### src/rtl/fmod_pkg.sv
// Package for the binary32 remainder block: constants, the queue entry type and helpers.
// Used by every module of the block; depends on nothing.
package fmod_pkg;

   localparam logic [31:0] QNAN_BITS = 32'h7FC0_0000;
   localparam logic [7:0] EXP_ALL1 = 8'hFF;
   localparam int QUEUE_DEPTH = 2;
   localparam int QUEUE_AW = $clog2(QUEUE_DEPTH);

   // Kind of work the back end has to do for one request.
   typedef enum logic [1:0] {
      KIND_DIRECT = 2'd0,
      KIND_DIVIDE = 2'd1
   } kind_type;

   typedef struct packed {
      kind_type kind;
      logic [31:0] direct_bits;
      logic sign;
      logic [23:0] mx;
      logic [23:0] my;
      logic signed [9:0] ex;
      logic signed [9:0] ey;
   } job_type;

   // Count of leading zeros of a 24-bit significand, zero input gives 24.
   function automatic logic [4:0] lzc24(input logic [23:0] m);
      logic [4:0] n;
      logic found;
      n = 5'd24;
      found = 1'b0;
      for (int i = 23; i >= 0; i--) begin
         if (!found && m[i]) begin
            n = 5'(23 - i);
            found = 1'b1;
         end
      end
      return n;
   endfunction

endpackage

### src/rtl/fmod_front.sv
// Front end: accepts requests, sorts out the special cases, normalizes operands and queues the jobs.
// Depends on fmod_pkg.
module fmod_front (
   input  logic clock,
   input  logic reset,
   input  logic req_tvalid,
   output logic req_tready,
   input  logic [63:0] req_tdata,
   output logic job_valid,
   input  logic job_ready,
   output fmod_pkg::job_type job
);

   fmod_pkg::job_type entry_ff [fmod_pkg::QUEUE_DEPTH];
   fmod_pkg::job_type entry_in;
   logic [fmod_pkg::QUEUE_AW-1:0] wr_ptr_ff, rd_ptr_ff;
   logic [fmod_pkg::QUEUE_AW:0] count_ff;
   logic [31:0] xb, yb, ax, ay;
   logic [7:0] exf, eyf;
   logic [23:0] mxr, myr;
   logic [4:0] lzx, lzy;
   logic push, pop;

   assign xb = req_tdata[31:0];
   assign yb = req_tdata[63:32];
   assign ax = {1'b0, xb[30:0]};
   assign ay = {1'b0, yb[30:0]};
   assign exf = ax[30:23];
   assign eyf = ay[30:23];
   assign mxr = {exf != 8'd0, ax[22:0]};
   assign myr = {eyf != 8'd0, ay[22:0]};
   assign lzx = fmod_pkg::lzc24(mxr);
   assign lzy = fmod_pkg::lzc24(myr);

   always_comb begin
      entry_in.kind = fmod_pkg::KIND_DIRECT;
      entry_in.direct_bits = xb;
      entry_in.sign = xb[31];
      entry_in.mx = mxr << lzx;
      entry_in.my = myr << lzy;
      entry_in.ex = 10'((exf == 8'd0) ? 10'sd1 : $signed({2'b0, exf})) - $signed({5'b0, lzx});
      entry_in.ey = 10'((eyf == 8'd0) ? 10'sd1 : $signed({2'b0, eyf})) - $signed({5'b0, lzy});
      if ((eyf == fmod_pkg::EXP_ALL1 && ay[22:0] != 23'd0) || exf == fmod_pkg::EXP_ALL1
          || ay == 32'd0) begin
         entry_in.direct_bits = fmod_pkg::QNAN_BITS;
      end else if (eyf == fmod_pkg::EXP_ALL1 || ax < ay) begin
         entry_in.direct_bits = xb;
      end else if (ax == ay) begin
         entry_in.direct_bits = {xb[31], 31'd0};
      end else begin
         entry_in.kind = fmod_pkg::KIND_DIVIDE;
      end
   end

   assign req_tready = count_ff != (fmod_pkg::QUEUE_AW+1)'(fmod_pkg::QUEUE_DEPTH);
   assign push = req_tvalid && req_tready;
   assign job_valid = count_ff != '0;
   assign pop = job_valid && job_ready;
   assign job = entry_ff[rd_ptr_ff];

   always_ff @(posedge clock) begin
      if (push) begin
         entry_ff[wr_ptr_ff] <= entry_in;
      end
      if (reset) begin
         wr_ptr_ff <= '0;
         rd_ptr_ff <= '0;
         count_ff <= '0;
      end else begin
         if (push) wr_ptr_ff <= wr_ptr_ff + 1'b1;
         if (pop) rd_ptr_ff <= rd_ptr_ff + 1'b1;
         count_ff <= count_ff + (fmod_pkg::QUEUE_AW+1)'(push) - (fmod_pkg::QUEUE_AW+1)'(pop);
      end
   end

`ifndef SYNTHESIS
   a_count_bound: assert property (@(posedge clock) disable iff (reset)
      count_ff <= (fmod_pkg::QUEUE_AW+1)'(fmod_pkg::QUEUE_DEPTH))
      else $error("queue count overflow");
   a_no_push_full: assert property (@(posedge clock) disable iff (reset)
      !req_tready |-> !push) else $error("push into full queue");
   a_count_step: assert property (@(posedge clock) disable iff (reset)
      push && !pop |=> count_ff == $past(count_ff) + 1'b1) else $error("count not advanced");
`endif

endmodule

### src/rtl/fmod_back.sv
// Back end: shift-subtract remainder, one bit per cycle, then normalize and pack; special cases pass straight out.
// Depends on fmod_pkg.
module fmod_back (
   input  logic clock,
   input  logic reset,
   input  logic job_valid,
   output logic job_ready,
   input  fmod_pkg::job_type job,
   output logic rsp_tvalid,
   input  logic rsp_tready,
   output logic [31:0] rsp_tdata
);

   typedef enum logic [3:0] {
      ST_IDLE = 4'b0001,
      ST_DIV  = 4'b0010,
      ST_NORM = 4'b0100,
      ST_OUT  = 4'b1000
   } state_type;

   state_type state_ff, state_in;
   logic [24:0] mx_ff, mx_in;
   logic [23:0] my_ff;
   logic signed [9:0] ex_ff, ex_in, ey_ff, ey_in;
   logic sign_ff;
   logic [31:0] res_ff, res_in;
   logic [24:0] diff;
   logic ge;
   logic [10:0] shift;

   assign ge = mx_ff >= {1'b0, my_ff};
   assign diff = ge ? mx_ff - {1'b0, my_ff} : mx_ff;
   assign shift = 11'(11'sd1 - 11'(ey_ff));
   assign job_ready = state_ff == ST_IDLE || (state_ff == ST_OUT && rsp_tready);
   assign rsp_tvalid = state_ff == ST_OUT;
   assign rsp_tdata = res_ff;

   always_comb begin
      state_in = state_ff;
      mx_in = mx_ff;
      ex_in = ex_ff;
      ey_in = ey_ff;
      res_in = res_ff;
      case (state_ff)
         ST_IDLE, ST_OUT: begin
            if (state_ff == ST_OUT && rsp_tready) state_in = ST_IDLE;
            if (job_valid && job_ready) begin
               mx_in = {1'b0, job.mx};
               ex_in = job.ex;
               ey_in = job.ey;
               res_in = job.direct_bits;
               state_in = (job.kind == fmod_pkg::KIND_DIVIDE) ? ST_DIV : ST_OUT;
            end
         end
         ST_DIV: begin
            if (ex_ff > ey_ff) begin
               mx_in = {diff[23:0], 1'b0};
               ex_in = ex_ff - 10'sd1;
            end else begin
               mx_in = diff;
               state_in = ST_NORM;
               if (diff == '0) begin
                  res_in = {sign_ff, 31'd0};
                  state_in = ST_OUT;
               end
            end
         end
         ST_NORM: begin
            if (!mx_ff[23]) begin
               mx_in = {mx_ff[23:0], 1'b0};
               ey_in = ey_ff - 10'sd1;
            end else begin
               state_in = ST_OUT;
               if (ey_ff >= 10'sd1) begin
                  res_in = {sign_ff, ey_ff[7:0], mx_ff[22:0]};
               end else if (shift >= 11'd32) begin
                  res_in = {sign_ff, 31'd0};
               end else begin
                  res_in = {sign_ff, 31'(32'(mx_ff[23:0]) >> shift[4:0])};
               end
            end
         end
         default: state_in = ST_IDLE;
      endcase
   end

   always_ff @(posedge clock) begin
      mx_ff <= mx_in;
      ex_ff <= ex_in;
      ey_ff <= ey_in;
      res_ff <= res_in;
      if (job_valid && job_ready) begin
         my_ff <= job.my;
         sign_ff <= job.sign;
      end
      if (reset) state_ff <= ST_IDLE;
      else state_ff <= state_in;
   end

`ifndef SYNTHESIS
   a_onehot: assert property (@(posedge clock) disable iff (reset) $onehot(state_ff))
      else $error("state not one-hot");
   a_hold: assert property (@(posedge clock) disable iff (reset)
      rsp_tvalid && !rsp_tready |=> $stable(rsp_tdata)) else $error("result changed while held");
   a_div_mx: assert property (@(posedge clock) disable iff (reset)
      state_ff == ST_DIV |-> mx_ff < {my_ff, 1'b0}) else $error("partial remainder too large");
`endif

endmodule

### src/rtl/float32_remainder_fmod.sv
// Binary32 remainder block, top level: connects the front end and the back end.
// Depends on fmod_pkg, fmod_front and fmod_back.
//
// A request of x and y yields fmod(x, y) bit for bit. A special case passes through
// the queue and the back end's result register on its way to the result port. A real
// division first runs the shared subtract loop, which does d + 1 subtract steps. Here
// d is the exponent difference of the normalized operands, up to 276 with subnormals.
// Then come n normalization shifts, up to 23. An exactly divisible pair skips the
// normalization step. A two-entry queue lets new requests be taken while the loop
// works.
module float32_remainder_fmod (
   input  logic clock,
   input  logic reset,
   input  logic req_tvalid,
   output logic req_tready,
   input  logic [63:0] req_tdata,  // x_bits [31:0], y_bits [63:32]
   output logic rsp_tvalid,
   input  logic rsp_tready,
   output logic [31:0] rsp_tdata   // rem_bits [31:0]
);

   fmod_pkg::job_type job;
   logic job_valid, job_ready;

   fmod_front u_front (
      .clock(clock), .reset(reset),
      .req_tvalid(req_tvalid), .req_tready(req_tready), .req_tdata(req_tdata),
      .job_valid(job_valid), .job_ready(job_ready), .job(job)
   );

   fmod_back u_back (
      .clock(clock), .reset(reset),
      .job_valid(job_valid), .job_ready(job_ready), .job(job),
      .rsp_tvalid(rsp_tvalid), .rsp_tready(rsp_tready), .rsp_tdata(rsp_tdata)
   );

endmodule
### config.mk
export PLATFORM = sky130hd
export DESIGN_NAME = float32_remainder_fmod
export DESIGN_NICKNAME = d
export VERILOG_FILES = /design/src/rtl/fmod_pkg.sv /design/src/rtl/fmod_front.sv /design/src/rtl/fmod_back.sv /design/src/rtl/float32_remainder_fmod.sv
export SDC_FILE = /design/constraint.sdc
export NUM_CORES = 1
export LEC_CHECK = 0
export ABC_AREA = 1
export BUFFER_PORTS_ARGS = -buffer_cell sky130_fd_sc_hd__buf_4
export CORE_AREA = 10 10 154 299
export CTS_BUF_LIST = sky130_fd_sc_hd__clkbuf_4 sky130_fd_sc_hd__clkbuf_8
export DETAILED_ROUTE_END_ITERATION = 16
export DIE_AREA = 0 0 164 309
export PLACE_DENSITY = 0.73
export SETUP_SLACK_MARGIN = 0.1
export SLEW_MARGIN = 20
export SYNTH_ARGS = -nofsm -noshare
export SYNTH_HDL_FRONTEND = slang
export SYNTH_SLANG_ARGS = --single-unit
### constraint.sdc
create_clock -name clock -period 5.5 [get_ports clock]
set_clock_uncertainty 0.05 [all_clocks]
set_input_delay 0.825 -clock clock [delete_from_list [all_inputs] [get_ports clock]]
set_output_delay 0.825 -clock clock [all_outputs]
set_load 0.02 [all_outputs]
==> impl_metrics.yaml, run 1 <==
status:
  status: "completed"
timing:
  period_needed_ps: 4760
  fmax_mhz: 210
  setup_viol: 0
  finalSetupTns_ps: 0
  slew_violations: 0
  holdWs_ps: 396
  finalCritPeriodShare: 0.866
  relSlewSlack: 0.323
  grt_setup_unrepaired: "false"
  finalHoldViolCount: 0
  worstMarginPinSlew_ps: 1010
die:
  initial_core_util: 0.497
  core_sq_um: 41000
  fp.dieW_um: 164
  die_area_sq_um: 50700
  die_h_um: 309
  io_pins: 102
  core.rowCount: 105
clock_tree:
  numCtsBuffers: 42
  path_clk_slew_ps: 80
  cts-root-buf: "clkbuf_8"
  clkLatencyLatePin_ps: 600
  htree_num_levels: 2
  cts_hold_buf: 0
  cts_sinks: 315
  cts_buffer_depth: 3
  cts_tree: "done"
  cts_resized: 0
  post-cts-setup-buffer-count: 0
worst_hold_path:
  min_from: "reset"
  min_path_type: "in -> reg"
  hold_end: "u_back.state_ff[3]$_SDFFE_PP0P_"
  min_path_cells: 2
power_and_ir_drop:
  power.density_nw_per_um2: 568
  leakagePower_nw: 9.78
  vdd_ir_drop_max_uv: 274
  power_mw: 12.9
critical_path:
  crit_required_ps: 5720
  start_kind: "flip-flop"
  cp_data_arrival_time_ps: 4990
  worstSetupPathType: "reg -> reg"
  reg2reg_slack_ps: 740
  reg2reg_depth: 24
  r2r_end: "u_back.rsp_tdata[25]$_DFFE_PP_"
  critPathCaptureType: "flip-flop"
  worstSetupStartpoint: "u_back.mx_ff[0]$_DFFE_PP_"
  cp_max_fo: 32
  reg2reg_from: "u_back.mx_ff[0]$_DFFE_PP_"
detailed_routing:
  wl_per_cell_um: 22.2
  drt-initial-drc-count: 1615
  first_pass_iters: 5
  met3WireLength_um: 3120
  wl_met1_um: 24600
  drt.antenna.violating_nets: 0
  route.met2.wl_um: 36600
  wl_um: 69500
  top_layer_used: "met4"
  vias: 18200
  post-route-drc-count: 0
  viasPerCell: 5.82
yosys:
  yosysTopAreaCell: "edfxtp_1"
  yosys-top-cells-area: "edfxtp_1 (45%), nand2_1 (11%), nand3_1 (6.0%)"
  syn-cell-area_sq_um: 20400
  synth.top_cell.area_share: 0.451
  synth_nets: 2619
  synth-seq-area-share: 0.460
  netlist_instances: 2467
  synth_ff_type: "edfxtp_1"
  syn_avg_cell_area_sq_um: 8.26
  synth.yosys.warnings: 0
  synthArstFlopShare: 0
  synth_edf_count: 306
  netlist_top_cells_count: "nand2_1 (624), edfxtp_1 (306), nand3_1 (243)"
  synth_seq_cells: 315
  yosysUniqueCellTypes: 71
  synth.most_common_cell: "nand2_1"
grt:
  grt_usage: 0.271
  grt_pass1_vias: 18000
  grt_pass1_wl_um: 105000
  grt_remaining_overflow: 0
  antenna_found_initial: 2
  grt_max_degree: 78
place:
  placed_cells: 3054
  io_buffer_count: 100
  post-dp-hpwl_um: 54100
  gp_congestion: 1.01
cells_and_area:
  utilization: 0.555
  nets: 2715
  fin_cells: 3132
  drive_gt1_frac: 0.131
  n_fill_cell: 3880
  syn_to_final_growth_pct: 11.6
job:
  cap_violations: 0
-- worst max-delay path: stages, from the launching register on --
cell      delay, ps
edfxtp_1        540
inv_1           110
ha_1            140
inv_1            80
fa_1            450
nand3_1         110
nand2_1         110
a21oi_1         170
o21bai_1        140
nand2_1         110
nand2_1         110
a21oi_1         300
o21ai_0         200
a21oi_1         220
xnor2_1         120
o21ai_0         390
nand2_1          90
nor2_1          140
nand2_1          70
nor2_1          140
nand2_1          70
nand2_1          70
nand3_1         110
nor2_2          160
buf_12          210
-- cell usage in the layout, fill, tap and decap left out, types with 9 or more instances in the layout --
cell	netlist	final
a211oi_1	9	9
a21oi_1	103	103
a221oi_1	14	14
a31o_2	23	23
a31oi_1	24	24
a32oi_1	9	9
buf_4	3	163
clkbuf_8	0	43
clkinv_1	1	11
clkinv_2	3	10
edfxtp_1	306	306
ha_1	81	81
inv_1	229	229
inv_2	35	35
mux2i_1	13	13
nand2_1	624	624
nand3_1	243	243
nand3_2	11	11
nand3b_1	10	10
nand4_1	43	43
nor2_1	160	155
nor3_1	38	38
nor4_1	18	17
o211ai_1	16	16
o21ai_0	161	160
o21ai_1	27	27
xnor2_1	17	17
xor2_1	29	29
-- worst max-delay path by stage --
stage | slack (ps) | to | cells after the start
2_1_floorplan | 680 | u_back.rsp_tdata[0]$_DFFE_PP_ | 23
3_3_place_gp | 490 | u_front.entry_ff[0][17]$_DFFE_PP_ | 25
3_5_place_dp | 410 | u_front.entry_ff[0][17]$_DFFE_PP_ | 25
4_1_cts | 730 | u_back.rsp_tdata[10]$_DFFE_PP_ | 24
5_1_grt | 390 | u_back.rsp_tdata[10]$_DFFE_PP_ | 24
6_report | 740 | u_back.rsp_tdata[25]$_DFFE_PP_ | 24
-- sequential cells by signal, indices dropped and copies added, names as in the netlist, named ones only --
name               cells
u_front.entry_ff     204
u_back.rsp_tdata      32
u_back.mx_ff          25
u_back.my_ff          24
u_back.ex_ff          10
u_back.ey_ff          10
u_back.state_ff        4
u_front.count_ff       2
u_back.sign_ff         1
u_front.rd_ptr_ff      1
u_front.wr_ptr_ff      1
-- metrics by stage --
stage	setup WS, ps	instance area [sq um]
after global placement	490	21900
after CTS	731	22700
after global routing	390	22700
final	735	22700
after floorplan	683	20400
after detailed placement	406	21900
-- final cells by class --
class                      count  area, sq um  share of cell area
clock buffer                  51          652              0.0287
multi-input combinational   1770         9530               0.419
antenna                        2         5.00            0.000220
sequential                   315         9370               0.412
inverter                     268         1010              0.0444
clock inverter                25          226             0.00995
tap                          535          669              0.0294
timing repair buffer         166         1280              0.0564
-- kinds of logic after synthesis --
| family | count (synthesis) | share of synthesized area |
|---|---|---|
| compound gates | 438 | 0.129 |
| flops | 315 | 0.460 |
| buf+inv | 382 | 0.0746 |
| fa+ha+maj | 84 | 0.0527 |
| xor+xnor | 46 | 0.0198 |
| mux | 13 | 0.00638 |
| simple gates | 1189 | 0.258 |
-- report_power, final --
part	leakage [nW]	switching, mW	internal [mW]
Clock	0.459	0.888	0.982
Combinational	6.38	4.73	2.21
Sequential	2.94	0.507	3.60
-- per-layer routing --
layer / vias up / global-route usage
met1: 8551 / 0.286
met4: 0 / 0.183
met5: - / 0
li1: 8772 / -
met2: 697 / 0.493
met3: 196 / 0.0281
Note: power is estimated with default switching activity, not from simulation.
==> run 2: changes to the inputs <==
- CORE_AREA: 10 10 154 299 -> 10 10 144 279
- DIE_AREA: 0 0 164 309 -> 0 0 154 289
- PLACE_DENSITY: 0.73 -> 0.82
- RECOVER_POWER: unset -> 100
- clock period: 5.5 -> 4.35 ns (I/O delays scaled with it)
==> run 2 against run 1 <==
The run now ends with max-capacitance violations, max-slew violations left. Global-route usage up 4.0 points. Cell count is 0.38% lower. Worst hold slack lost 200 ps. Die area decreased by 12%.
==> impl_metrics.yaml, run 2 (synthesized netlist as in run 1, its figures left out) <==
timing:
  finalCritPeriodShare: 0.936
  slew_violations: 239
  setup_viol: 0
  period_needed_ps: 4070
  holdWs_ps: 201
  fmax_mhz: 246
  worstMarginPinSlew_ps: 3020
  finalHoldViolCount: 0
  fin_ws_ps: 280
  finalSetupTns_ps: 0
  relSlewSlack: -1.02
  grt_setup_unrepaired: "false"
detailed_routing:
  vias: 19200
  post-route-drc-count: 0
  first_pass_iters: 5
  drt.antenna.violating_nets: 0
  viasPerCell: 6.15
  wl_um: 72300
  drt-initial-drc-count: 1810
  wl_per_cell_um: 23.2
cells_and_area:
  largest_register: "u_front.entry_ff"
  multi_input_area_sq_um: 9630
  final-seq-area_sq_um: 9370
  final_cell_area_sq_um: 23200
  syn_to_final_growth_pct: 13.8
  utilization: 0.650
  fin_cells: 3120
  layout.cells.most_common: "nand2_1"
  drive_gt1_frac: 0.133
  mostFrequentLayoutCells: "nand2_1 (626), edfxtp_1 (306), nand3_1 (250), inv_1 (243), buf_4 (178)"
  largest_reg_flops: 204
  nets: 2793
  n_fill_cell: 3080
status:
  violations: "max-capacitance violations, max-slew violations"
  status: "finished, violations left"
power_and_ir_drop:
  power.share.clock: 0.139
  vdd_ir_drop_max_uv: 763
  power.density_nw_per_um2: 726
  combPwrFrac: 0.555
  p_switching_mw: 8.05
  power_mw: 16.8
  leakagePower_nw: 9.98
  pwr-share-seq: 0.306
  sw_frac_of_total: 0.478
  p_int_mw: 8.80
worst_hold_path:
  hold_end: "u_front.count_ff[0]$_SDFF_PP0_"
  min_path_type: "in -> reg"
  min_from: "reset"
  min_path_cells: 2
critical_path:
  cp_max_fo: 4
  reg2reg_slack_ps: 300
  r2r_end: "u_back.rsp_tdata[4]$_DFFE_PP_"
  start_kind: "input pin"
  path_common_cell: "inv_1"
  cp_data_arrival_time_ps: 4340
  crit_required_ps: 4620
  slowest_delay_ps: 410
  critPathCaptureType: "flip-flop"
  cpMaxStageDelayCell: "fa_1"
  reg2reg_depth: 11
  worstSetupPathType: "in -> reg"
  reg2reg_from: "u_back.ey_ff[1]$_DFFE_PP_"
job:
  cap_violations: 6
clock_tree:
  cts_hold_buf: 0
  cts_buffer_depth: 3
  numCtsBuffers: 42
  cts_sinks: 315
  htree_num_levels: 2
  path_clk_slew_ps: 70
  cts-root-buf: "clkbuf_8"
  cts_tree: "done"
  clkLatencyLatePin_ps: 600
die:
  fp.dieW_um: 154
  die_area_sq_um: 44500
  initial_core_util: 0.571
  io_pins: 102
  core.rowCount: 98
  die_h_um: 289
  core_sq_um: 35700
grt:
  antenna_found_initial: 1
  grt_remaining_overflow: 0
  grt_usage: 0.311
  grt_pass1_vias: 19100
  grt_pass1_wl_um: 108000
  grt_max_degree: 54
place:
  placed_cells: 3040
  post-dp-hpwl_um: 54900
  io_buffer_count: 100
  placed_area_sq_um: 22400
  gp_congestion: 1.03
  post-place-ws_ps: -387
[run 2: cell count changes in the layout (fill, tap and decap cells not counted), moves of 8 or more]
cell | before | now
clkbuf_1 | 0 | 47
buf_4 | 163 | 178
inv_1 | 229 | 243
o21ai_1 | 27 | 19
inv_2 | 35 | 15
[run 2: power by group through the flow]
stage               clock [mW]  sequential (mW)  combinational, mW
floorplan                    0             5.15               5.41
global placement             0             5.12               8.70
detailed placement           0             5.16               8.84
CTS                       2.34             5.11               8.91
global route              2.46             5.21               10.1
finish                    2.33             5.15               9.36
[run 2: worst max-delay path by stage]
stage | start | endpoint | depth (start not counted)
6_report | req_tdata[60] | u_front.entry_ff[1][6]$_DFFE_PP_ | 25
2_1_floorplan | req_tdata[27] | u_front.entry_ff[0][16]$_DFFE_PP_ | 25
5_1_grt | req_tdata[30] | u_front.entry_ff[0][17]$_DFFE_PP_ | 25
3_3_place_gp | req_tdata[30] | u_front.entry_ff[0][16]$_DFFE_PP_ | 23
4_1_cts | u_back.mx_ff[0]$_DFFE_PP_ | u_back.rsp_tdata[30]$_DFFE_PP_ | 24
3_5_place_dp | req_tdata[30] | u_front.entry_ff[1][16]$_DFFE_PP_ | 23
[run 2: cell type report]
type | count | area share
Timing Repair Buffer | 244 | 0.0767
Tap cell | 450 | 0.0243
Multi-Input combinational cell | 1770 | 0.415
Inverter | 268 | 0.0435
Clock buffer | 49 | 0.0272
Clock inverter | 23 | 0.00944
Sequential cell | 315 | 0.404
Antenna cell | 1 | 0.000108
[run 2: what timing repair did]
item,CTS,global route
buffers inserted,0,4
gates cloned,0,3
pin swaps,0,15
gates resized for setup,1,42
endpoints found under the setup margin,32,46
[run 2: metal layers]
layer,vias up,share of wire,global-route usage
met5,-,0,0
met4,0,0.091,0.250
met3,284,0.061,0.0374
met2,978,0.52,0.565
met1,8999,0.33,0.313
li1,8925,-,-
[run 2: critical path, delay by kind of cell]
family          cells  cell delay [ps]
buf+inv             6              600
compound gates      2              210
fa+ha+maj           2              670
xor+xnor            1              190
simple gates       14             2020
